### src/hw/rtl/fenwick_range_add_point_query_mod_assert.svh
// Assertion macros for the Fenwick range-add / point-query block
`ifndef FENWICK_RANGE_ADD_POINT_QUERY_MOD_ASSERT_SVH
`define FENWICK_RANGE_ADD_POINT_QUERY_MOD_ASSERT_SVH
`ifndef NO_ASSERTIONS
// same-cycle implication
`define FRAPQ_ASSERT_NOW(label, clk, rst, cond, expr, msg) \
   label: assert property (@(posedge clk) disable iff (rst) (cond) |-> (expr)) else $error(msg);
// next-cycle implication
`define FRAPQ_ASSERT_NEXT(label, clk, rst, cond, expr, msg) \
   label: assert property (@(posedge clk) disable iff (rst) (cond) |=> (expr)) else $error(msg);
`else
`define FRAPQ_ASSERT_NOW(label, clk, rst, cond, expr, msg)
`define FRAPQ_ASSERT_NEXT(label, clk, rst, cond, expr, msg)
`endif
`endif

### src/hw/rtl/frapq_pkg.sv
// Shared widths, types and the modulus for the Fenwick range-add block
`default_nettype none
package frapq_pkg;
   localparam int POS_W  = 18;
   localparam int VAL_W  = 30;
   localparam int TREE_W = 2;

   typedef logic [VAL_W-1:0]  val_type;
   typedef logic [POS_W-1:0]  pos_type;
   typedef logic [TREE_W-1:0] tree_type;

   localparam val_type PRIME = 30'd1000000007;
endpackage
`default_nettype wire

### src/hw/rtl/frapq_modadd.sv
// Modular adder: (a + b) mod PRIME for operands already below PRIME
`default_nettype none
module frapq_modadd import frapq_pkg::*; (
   input  val_type a_val,
   input  val_type b_val,
   output val_type sum_val
);
   logic [VAL_W:0] raw_sum;

   assign raw_sum = {1'b0, a_val} + {1'b0, b_val};
   assign sum_val = (raw_sum >= {1'b0, PRIME}) ? VAL_W'(raw_sum - {1'b0, PRIME})
                                               : raw_sum[VAL_W-1:0];
endmodule
`default_nettype wire

### config.mk
export PLATFORM = sky130hd
export DESIGN_NAME = frapq_modadd
export DESIGN_NICKNAME = d
export VERILOG_FILES = /design/src/hw/rtl/fenwick_range_add_point_query_mod_assert.svh /design/src/hw/rtl/frapq_pkg.sv /design/src/hw/rtl/frapq_modadd.sv
export SDC_FILE = /design/constraint.sdc
export NUM_CORES = 1
export LEC_CHECK = 0
export BUFFER_PORTS_ARGS = -buffer_cell sky130_fd_sc_hd__buf_4
export CORE_MARGIN = 5
export CORE_UTILIZATION = 59
export DETAILED_ROUTE_END_ITERATION = 10
export GPL_ROUTABILITY_DRIVEN = 0
export PLACE_DENSITY = 0.95
export SETUP_SLACK_MARGIN = 0.5
export SYNTH_ARGS = -nofsm -noshare
export SYNTH_HDL_FRONTEND = slang
export SYNTH_SLANG_ARGS = --single-unit
### constraint.sdc
create_clock -name vclk -period 9.42
set_input_delay 0.942 -clock vclk [all_inputs]
set_output_delay 0.942 -clock vclk [all_outputs]
set_load 0.005 [all_outputs]
# Yosys cells after proc, flatten, opt, wreduce, memory -nomap -nowiden
# Cells that the tools add are included.
# totals
input_bits,60
regBits,0
word_cells,4
# classes
muxes,1
n_addsub,2
magnitude_cmp,1
# op_table
operator,count
$add 30x30->31,1
$ge 31x30->1 const B,1
$mux 30,1
$sub 30x30->30 const B,1

# Logic depth before layout (Yosys ltp)
# Gate-level depths: netlist (run 1).
# depth
word_depth,3
depth_mapped,15

# Worst setup path after synthesis (run 1)
# No wires, ideal clock.
# synth_timing
path_kind,input to output
from,input port a_val[0]
to,output port sum_val[21]
path_stages,14
slack_ns,4.424
arrival_time_ns,4.054
path_buffers,1
cell_sequence,ha_1 inv_1 fa_1 nand2b_2 a211oi_2 o21ai_0 a2111oi_4 nor3_1 or3_1 o311ai_2 o211ai_2 buf_6 a221oi_2 xnor2_1
# synth_via
elab_chain_cells,3
elab_cells_between_ends,4
cone_classes,add/sub: 2; order compare: 1; mux: 1
# synth_rtl
element,line,source
from (decl),frapq_modadd.sv:4,"input val_type a_val,"
$add 30x30->31 (*),frapq_modadd.sv:10,"assign raw_sum = {1'b0, a_val} + {1'b0, b_val};"
$sub 30x30->30 / $ge 31x30->1 (equally long branches),frapq_modadd.sv:11,"assign sum_val = (raw_sum >= {1'b0, PRIME}) ? VAL_W'(raw_sum - {1'b0, PRIME})"
$mux 30 (*),frapq_modadd.sv:11,
to (decl),frapq_modadd.sv:6,output val_type sum_val
# Mark *: on every way between the ends. The rest lies on a longest branch, timed or not.

# Worst setup path after layout (run 1)
# layout_timing
from,input port a_val[0]
to,output port sum_val[22]
# The elaborated chain is that of the path after synthesis.

==> key figures, run 1 <==
Outcome
  – Status: completed

STA
  – Final worst slack: 3.15 ns
  – Final worst-path cycle share: 66.6%
  – Fmax: 159 MHz
  – Max Slew Vio Count: 0
  – Unrepaired setup endpoints after global routing: false
  – Max-slew headroom: 19.3%
  – Setup tns final: 0 ns
  – Worst Max-Slew Pin Slew: 1.21 ns
  – Hold Fails Final Rpt: 0
  – Final setup violation count: 0
  – Crit path time final: 6.27 ns

Global routing
  – Vias in the first global route: 3213
  – Total GRT Usage: 25.4%
  – Pin count of the biggest net entering global routing: 28
  – Gr ovfl total: 0
  – Initial antenna violation count: 0
  – First-pass GRT wire length: 13.7 mm

Yosys
  – Yosys top cell area share: 13.8%
  – Gate Count Post-Synth: 405
  – Post-synth cell types: 67
  – Syn Nets: 497
  – Seq/Total Area, Yosys: 0%
  – Cell taking the most area after synthesis: ha_1
  – Syn_area_per_cell: 6.92 um2
  – Syn. warnings: 0
  – Mapped Area: 2800 um2
  – Largest cells by area after synthesis: ha_1 (14%), xnor2_1 (13%), a21oi_1 (8.0%)

Die
  – Die H: 78.9 um
  – Die W: 78.9 um
  – Row count: 25
  – I/O Pins: 90
  – Die ar.: 6230 um2
  – Core Area: 4660 um2
  – Starting Density: 60.1%

Setup path
  – Max FO, Critical Path: 27
  – Worst path required time: 8.48 ns
  – Critical path endpoint: sum_val[22]
  – Startpoint type of the worst setup path: input port
  – CP arrival: 5.33 ns
  – CP Capture Type: output port
  – Worst setup path start: a_val[0]
  – Crit path kind: in -> out

Placement
  – PortBufs: 90
  – DP HPWL: 7.04 mm
  – Cell count after placement: 531
  – Pre-CTS WS: 3.25 ns

Pwr
  – Pwr Total: 413 uW
  – Sequential share of power: 0%
  – Clk network pwr share: 0%
  – Worst VDD drop: 0.0000582 V
  – Combinational power share: 100.0%
  – Sw power: 215 uW
  – Leak Pwr: 1.53 nW
  – Internal Power: 198 uW
  – Power Density: 119 nW/um2
  – Net Sw Frac: 52.1%

Drt
  – Avg Vias per Cell: 6.45
  – Initial DRC Count: 304
  – Post-route DRC violation count: 0
  – Final wirelength: 8.26 mm
  – Routed via count: 3426
  – Final ANT Viol Nets: 0
  – DR pass1 iterations: 5
  – Drt wl/cell: 15.6 um

Clock network
  – Post-CTS setup buffers: 0
  – Hold-fix buffers, CTS: 0
  – Post-CTS resize count: 0

Min path
  – Worst Hold Class: in -> out

Layout
  – Storage cell area: 0 um2
  – Layout cells sized above 1: 24.3%
  – Most frequent cells in the layout: buf_4 (90), a21oi_1 (45), xnor2_1 (42)
  – N_diodes: 0
  – P&R area growth vs syn: 23.5%
  – Final core occ: 74.2%
  – Seq cells: 0
  – Final #Nets: 571
  – Final non-filler cell total: 531
  – Clkbuf count: 0
  – Commonest non-fill, non-tap cell in the layout: buf_4

Flow run
  – Max_cap viols: 0
-- per-stage QoR --
stage	instance area, um2	hold WS (ns)
finish	3460	2.34
global route	3460	2.39
CTS	3460	2.35
detailed placement	3460	2.35
global placement	3460	2.33
floorplan	2800	2.11
-- critical path: stages --
cell,delay (ns)
buf_4,0.08
ha_1,0.15
inv_1,0.05
fa_1,0.44
nand2b_2,0.25
a211oi_2,0.47
o211a_1,0.26
nor4b_1,0.06
a211oi_1,0.53
a22oi_1,0.19
o311ai_1,0.33
o21bai_1,0.23
o211ai_2,0.53
a211oi_1,0.47
xnor2_1,0.19
buf_4,0.15
-- metal layers --
layer	part of all wire (%)	vias to the layer above	GRT usage, %
li1	-	1650	-
met5	0	-	0
met4	1.6	0	4.47
met3	8.4	21	1.93
met2	49	179	46.9
met1	41	1576	32.5
-- area by class of cell --
class	count	area, um2
multi-input cells	374	2670
fillers	382	1200
repair buffers	90	676
well taps	54	67.6
inverters	13	48.8
-- worst min-delay path by stage --
stage	from	to	slack, ns	cells past startpoint
finish	b_val[0]	sum_val[0]	2.34	4
global placement	b_val[0]	sum_val[0]	2.33	4
floorplan	b_val[0]	sum_val[0]	2.11	2
global route	b_val[0]	sum_val[0]	2.39	4
detailed placement	b_val[0]	sum_val[0]	2.35	4
CTS	b_val[0]	sum_val[0]	2.35	4
-- cells by family (layout without fill, tap and decap cells) --
kind of cell | after synthesis | count (layout) | synth area share [%]
buffers and inverters | 31 | 103 | 4.78
XOR/XNOR | 57 | 57 | 17.8
multiplexers | 3 | 3 | 1.16
AO/OA/AOI/OAI | 140 | 140 | 34.3
AND/OR/NAND/NOR | 142 | 142 | 27.4
adder cells (fa/ha/maj) | 32 | 32 | 14.6
-- power by group through the flow --
stage	Combinational [mW]	Clock (mW)	Sequential (mW)
final	0.413	0	0
after global routing	0.451	0	0
after floorplan	0.258	0	0
after detailed placement	0.408	0	0
after CTS	0.410	0	0
after global placement	0.396	0	0
-- synth_stat cells (3+ instances only) --
| library cell | instances |
|---|---|
| ha_1 | 31 |
| o21ai_1 | 5 |
| a31oi_1 | 3 |
| nand2_1 | 38 |
| xnor2_1 | 42 |
| and3_1 | 8 |
| o211ai_1 | 5 |
| nand2b_1 | 7 |
| buf_2 | 8 |
| inv_1 | 13 |
| a21oi_1 | 45 |
| o21bai_1 | 4 |
| nor2b_1 | 4 |
| and2_1 | 3 |
| nand4_1 | 7 |
| and4_1 | 4 |
| a311oi_1 | 3 |
| o31ai_1 | 4 |
| nand3_1 | 9 |
| o21a_1 | 6 |
| a21o_1 | 12 |
| clkbuf_1 | 9 |
| or3_1 | 4 |
| nor3_2 | 4 |
| o21ai_0 | 20 |
| nor3_1 | 12 |
| xor2_1 | 15 |
| nor2_1 | 27 |
| a211oi_1 | 5 |
No activity file was read; power rests on OpenSTA's default activity.
==> run 2, diff against run 1 <==
--- a/config.mk
+++ b/config.mk
@@ -5,12 +5,13 @@
 export SDC_FILE = /design/constraint.sdc
 export NUM_CORES = 1
 export LEC_CHECK = 0
+export ABC_AREA = 1
 export BUFFER_PORTS_ARGS = -buffer_cell sky130_fd_sc_hd__buf_4
 export CORE_MARGIN = 5
-export CORE_UTILIZATION = 59
+export CORE_UTILIZATION = 53
 export DETAILED_ROUTE_END_ITERATION = 10
 export GPL_ROUTABILITY_DRIVEN = 0
-export PLACE_DENSITY = 0.95
+export PLACE_DENSITY = 0.91
 export SETUP_SLACK_MARGIN = 0.5
 export SYNTH_ARGS = -nofsm -noshare
 export SYNTH_HDL_FRONTEND = slang
==> constraint.sdc (replaced) <==
create_clock -name vclk -period 5.3
set_input_delay 0.53 -clock vclk [all_inputs]
set_output_delay 0.53 -clock vclk [all_outputs]
set_load 0.005 [all_outputs]
==> key figures, run 2 <==
Setup path
  – Worst path required time: 4.77 ns (-3.71 ns)
  – CP dominant cell by count: nand2_1
  – CP max-delay cell: nand3_4
  – CP Capture Type: output port
  – Max FO, Critical Path: 53 (+96%)
  – Startpoint type of the worst setup path: input port
  – Crit-path cells: buf_4 > ha_1 > inv_1 > fa_1 > inv_1 > nand3_1 > nand2_1 > nand2_1 > nand2_1 > nand3_1 > nand3_1 > nand2_1 > nand2_1 > nand2_1 > a21oi_1 > nand2_2 > nand2_4 > nand3_4 > nand3_1 > nand2_1 > buf_4
  – Worst setup path start: a_val[0]
  – Max incr delay on CP: 0.41 ns (-0.12 ns)
  – CP arrival: 3.73 ns (-1.60 ns)
  – Crit path kind: in -> out

Pwr
  – Leak Pwr: 2.90 nW (+89%)
  – Worst VDD drop: 0.0000577 V (-0.80%)
  – Power Density: 164 nW/um2 (+37%)

STA
  – Worst Max-Slew Pin Slew: 0.548 ns (-0.658 ns)
  – Fmax: 235 MHz
  – Max Slew Vio Count: 0 (unchanged)
  – WHS: 1.54 ns (-0.798 ns)
  – Hold Fails Final Rpt: 0 (unchanged)
  – Max-slew headroom: 63.4% (+44 points)
  – Crit path time final: 4.26 ns
  – Setup tns final: 0 ns (unchanged)
  – Unrepaired setup endpoints after global routing: false
  – Final worst-path cycle share: 80.4%
  – Final setup violation count: 0 (unchanged)

Yosys
  – Mapped Area: 3950 um2 (+41%)
  – Seq/Total Area, Yosys: 0% (unchanged)
  – Cell taking the most area after synthesis: nand2_1
  – Synth cell count leaders: nand2_1 (353), inv_1 (139), nand3_1 (69), nor2_1 (62), ha_1 (31)
  – Syn. warnings: 0 (unchanged)
  – Post-synth cell types: 31 (-54%)
  – Syn_area_per_cell: 4.76 um2 (-31%)
  – Yosys top cell area share: 33.6% (+20 points)
  – Largest cells by area after synthesis: nand2_1 (34%), inv_1 (13%), ha_1 (9.8%)
  – Count leader, synth: nand2_1
  – Syn Nets: 922 (+86%)
  – Gate Count Post-Synth: 830 (+100%)

Die
  – Core Area: 7250 um2 (+56%)
  – Die ar.: 9280 um2 (+49%)
  – Starting Density: 54.4% (-5.7 points)
  – Row count: 31 (+24%)
  – Die H: 96.3 um (+22%)
  – Die W: 96.3 um (+22%)
  – I/O Pins: 90 (unchanged)

Placement
  – PortBufs: 90 (unchanged)
  – Placement Cell Area: 4690 um2 (+36%)
  – DP HPWL: 9.52 mm (+35%)

Layout
  – Storage cell area: 0 um2 (unchanged)
  – Commonest non-fill, non-tap cell in the layout: nand2_1
  – Most frequent cells in the layout: nand2_1 (353), inv_1 (139), buf_4 (90)
  – P&R area growth vs syn: 18.7%
  – N_diodes: 0 (unchanged)
  – Clkbuf count: 0 (unchanged)
  – Final instance area: 4690 um2 (+36%)
  – Final #Nets: 1008 (+77%)
  – Fillcell total: 731 (+91%)
  – Multi-input logic area: 3280 um2 (+23%)
  – Seq cells: 0 (unchanged)
  – Layout cells sized above 1: 16.6% (-7.7 points)

Clock network
  – Hold-fix buffers, CTS: 0 (unchanged)
  – Post-CTS resize count: 0 (unchanged)
  – Post-CTS setup buffers: 0 (unchanged)

Drt
  – Routed via count: 5071 (+48%)
  – Initial DRC Count: 352 (+16%)
  – Post-route DRC violation count: 0 (unchanged)
  – Final wirelength: 10.7 mm (+29%)
  – Drt wl/cell: 10.5 um (-32%)
  – Avg Vias per Cell: 5.01 (-22%)
  – Final ANT Viol Nets: 0 (unchanged)
  – DR pass1 iterations: 7 (+2)

Global routing
  – Vias in the first global route: 4308 (+34%)
  – First-pass GRT wire length: 17.9 mm (+31%)
  – Total GRT Usage: 23.0% (-2.4 points)
  – Initial antenna violation count: 0 (unchanged)
  – Gr ovfl total: 0 (unchanged)
  – Pin count of the biggest net entering global routing: 54 (+93%)

Flow run
  – Max_cap viols: 0 (unchanged)

Min path
  – Worst Hold Class: in -> out
  – Min-delay src: b_val[0]

Outcome
  – Status: completed
==> run 2: critical path, delay by kind of cell <==
kind,cells,cell delay (ns)
AND/OR/NAND/NOR,14,1.99
adder cells (fa/ha/maj),2,0.60
buffers and inverters,4,0.41
AO/OA/AOI/OAI,1,0.18
==> run 2: per-layer routing <==
metal / vias up / track usage, % / share of wire [%]
li1: 2718 / - / -
met5: - / 0 / 0
met4: 0 / 4.79 / 2.0
met1: 2152 / 31.1 / 46
met3: 20 / 1.17 / 6.8
met2: 181 / 40.2 / 45
==> run 2: path summary, 6_finish.rpt <==
| path | slack (ns) | end | cells past startpoint |
|---|---|---|---|
| min | 1.54 | sum_val[0] | 4 |
| max | 1.04 | sum_val[19] | 21 |
==> run 2: logic make-up (layout without fill, tap and decap cells) <==
group           after synthesis  count (layout)  synth area share (%)
fa+ha+maj                    32              32                  10.3
buf+inv                     169             253                  17.0
compound gates               49              49                  6.62
simple gates                561             561                  61.6
xor+xnor                     19              19                  4.40
==> run 2: layout make-up <==
type	count	area share, %
inverters	163	13.1
multi-input cells	661	69.9
well taps	99	2.64
repair buffers	90	14.4
==> run 2: through the flow <==
| stage | setup WS [ns] | total power [mW] | std cells | utilization, % |
|---|---|---|---|---|
| 3_5_place_dp | 1.11 | 0.761 | 1013 | 64.6 |
| 2_1_floorplan | 1.92 | 0.529 | 830 | - |
| 6_report | 1.04 | 0.768 | 1013 | 64.6 |
| 4_1_cts | 1.10 | 0.763 | 1013 | 64.6 |
| 3_3_place_gp | 1.17 | 0.749 | 1013 | 64.6 |
| 5_1_grt | 0.763 | 0.867 | 1013 | 64.6 |
==> run 2: power breakdown <==
group / internal, mW / leakage [nW] / switching, mW
clock network: 0 / 0 / 0
registers: 0 / 0 / 0
logic: 0.309 / 2.90 / 0.459
total: 0.309 / 2.90 / 0.459
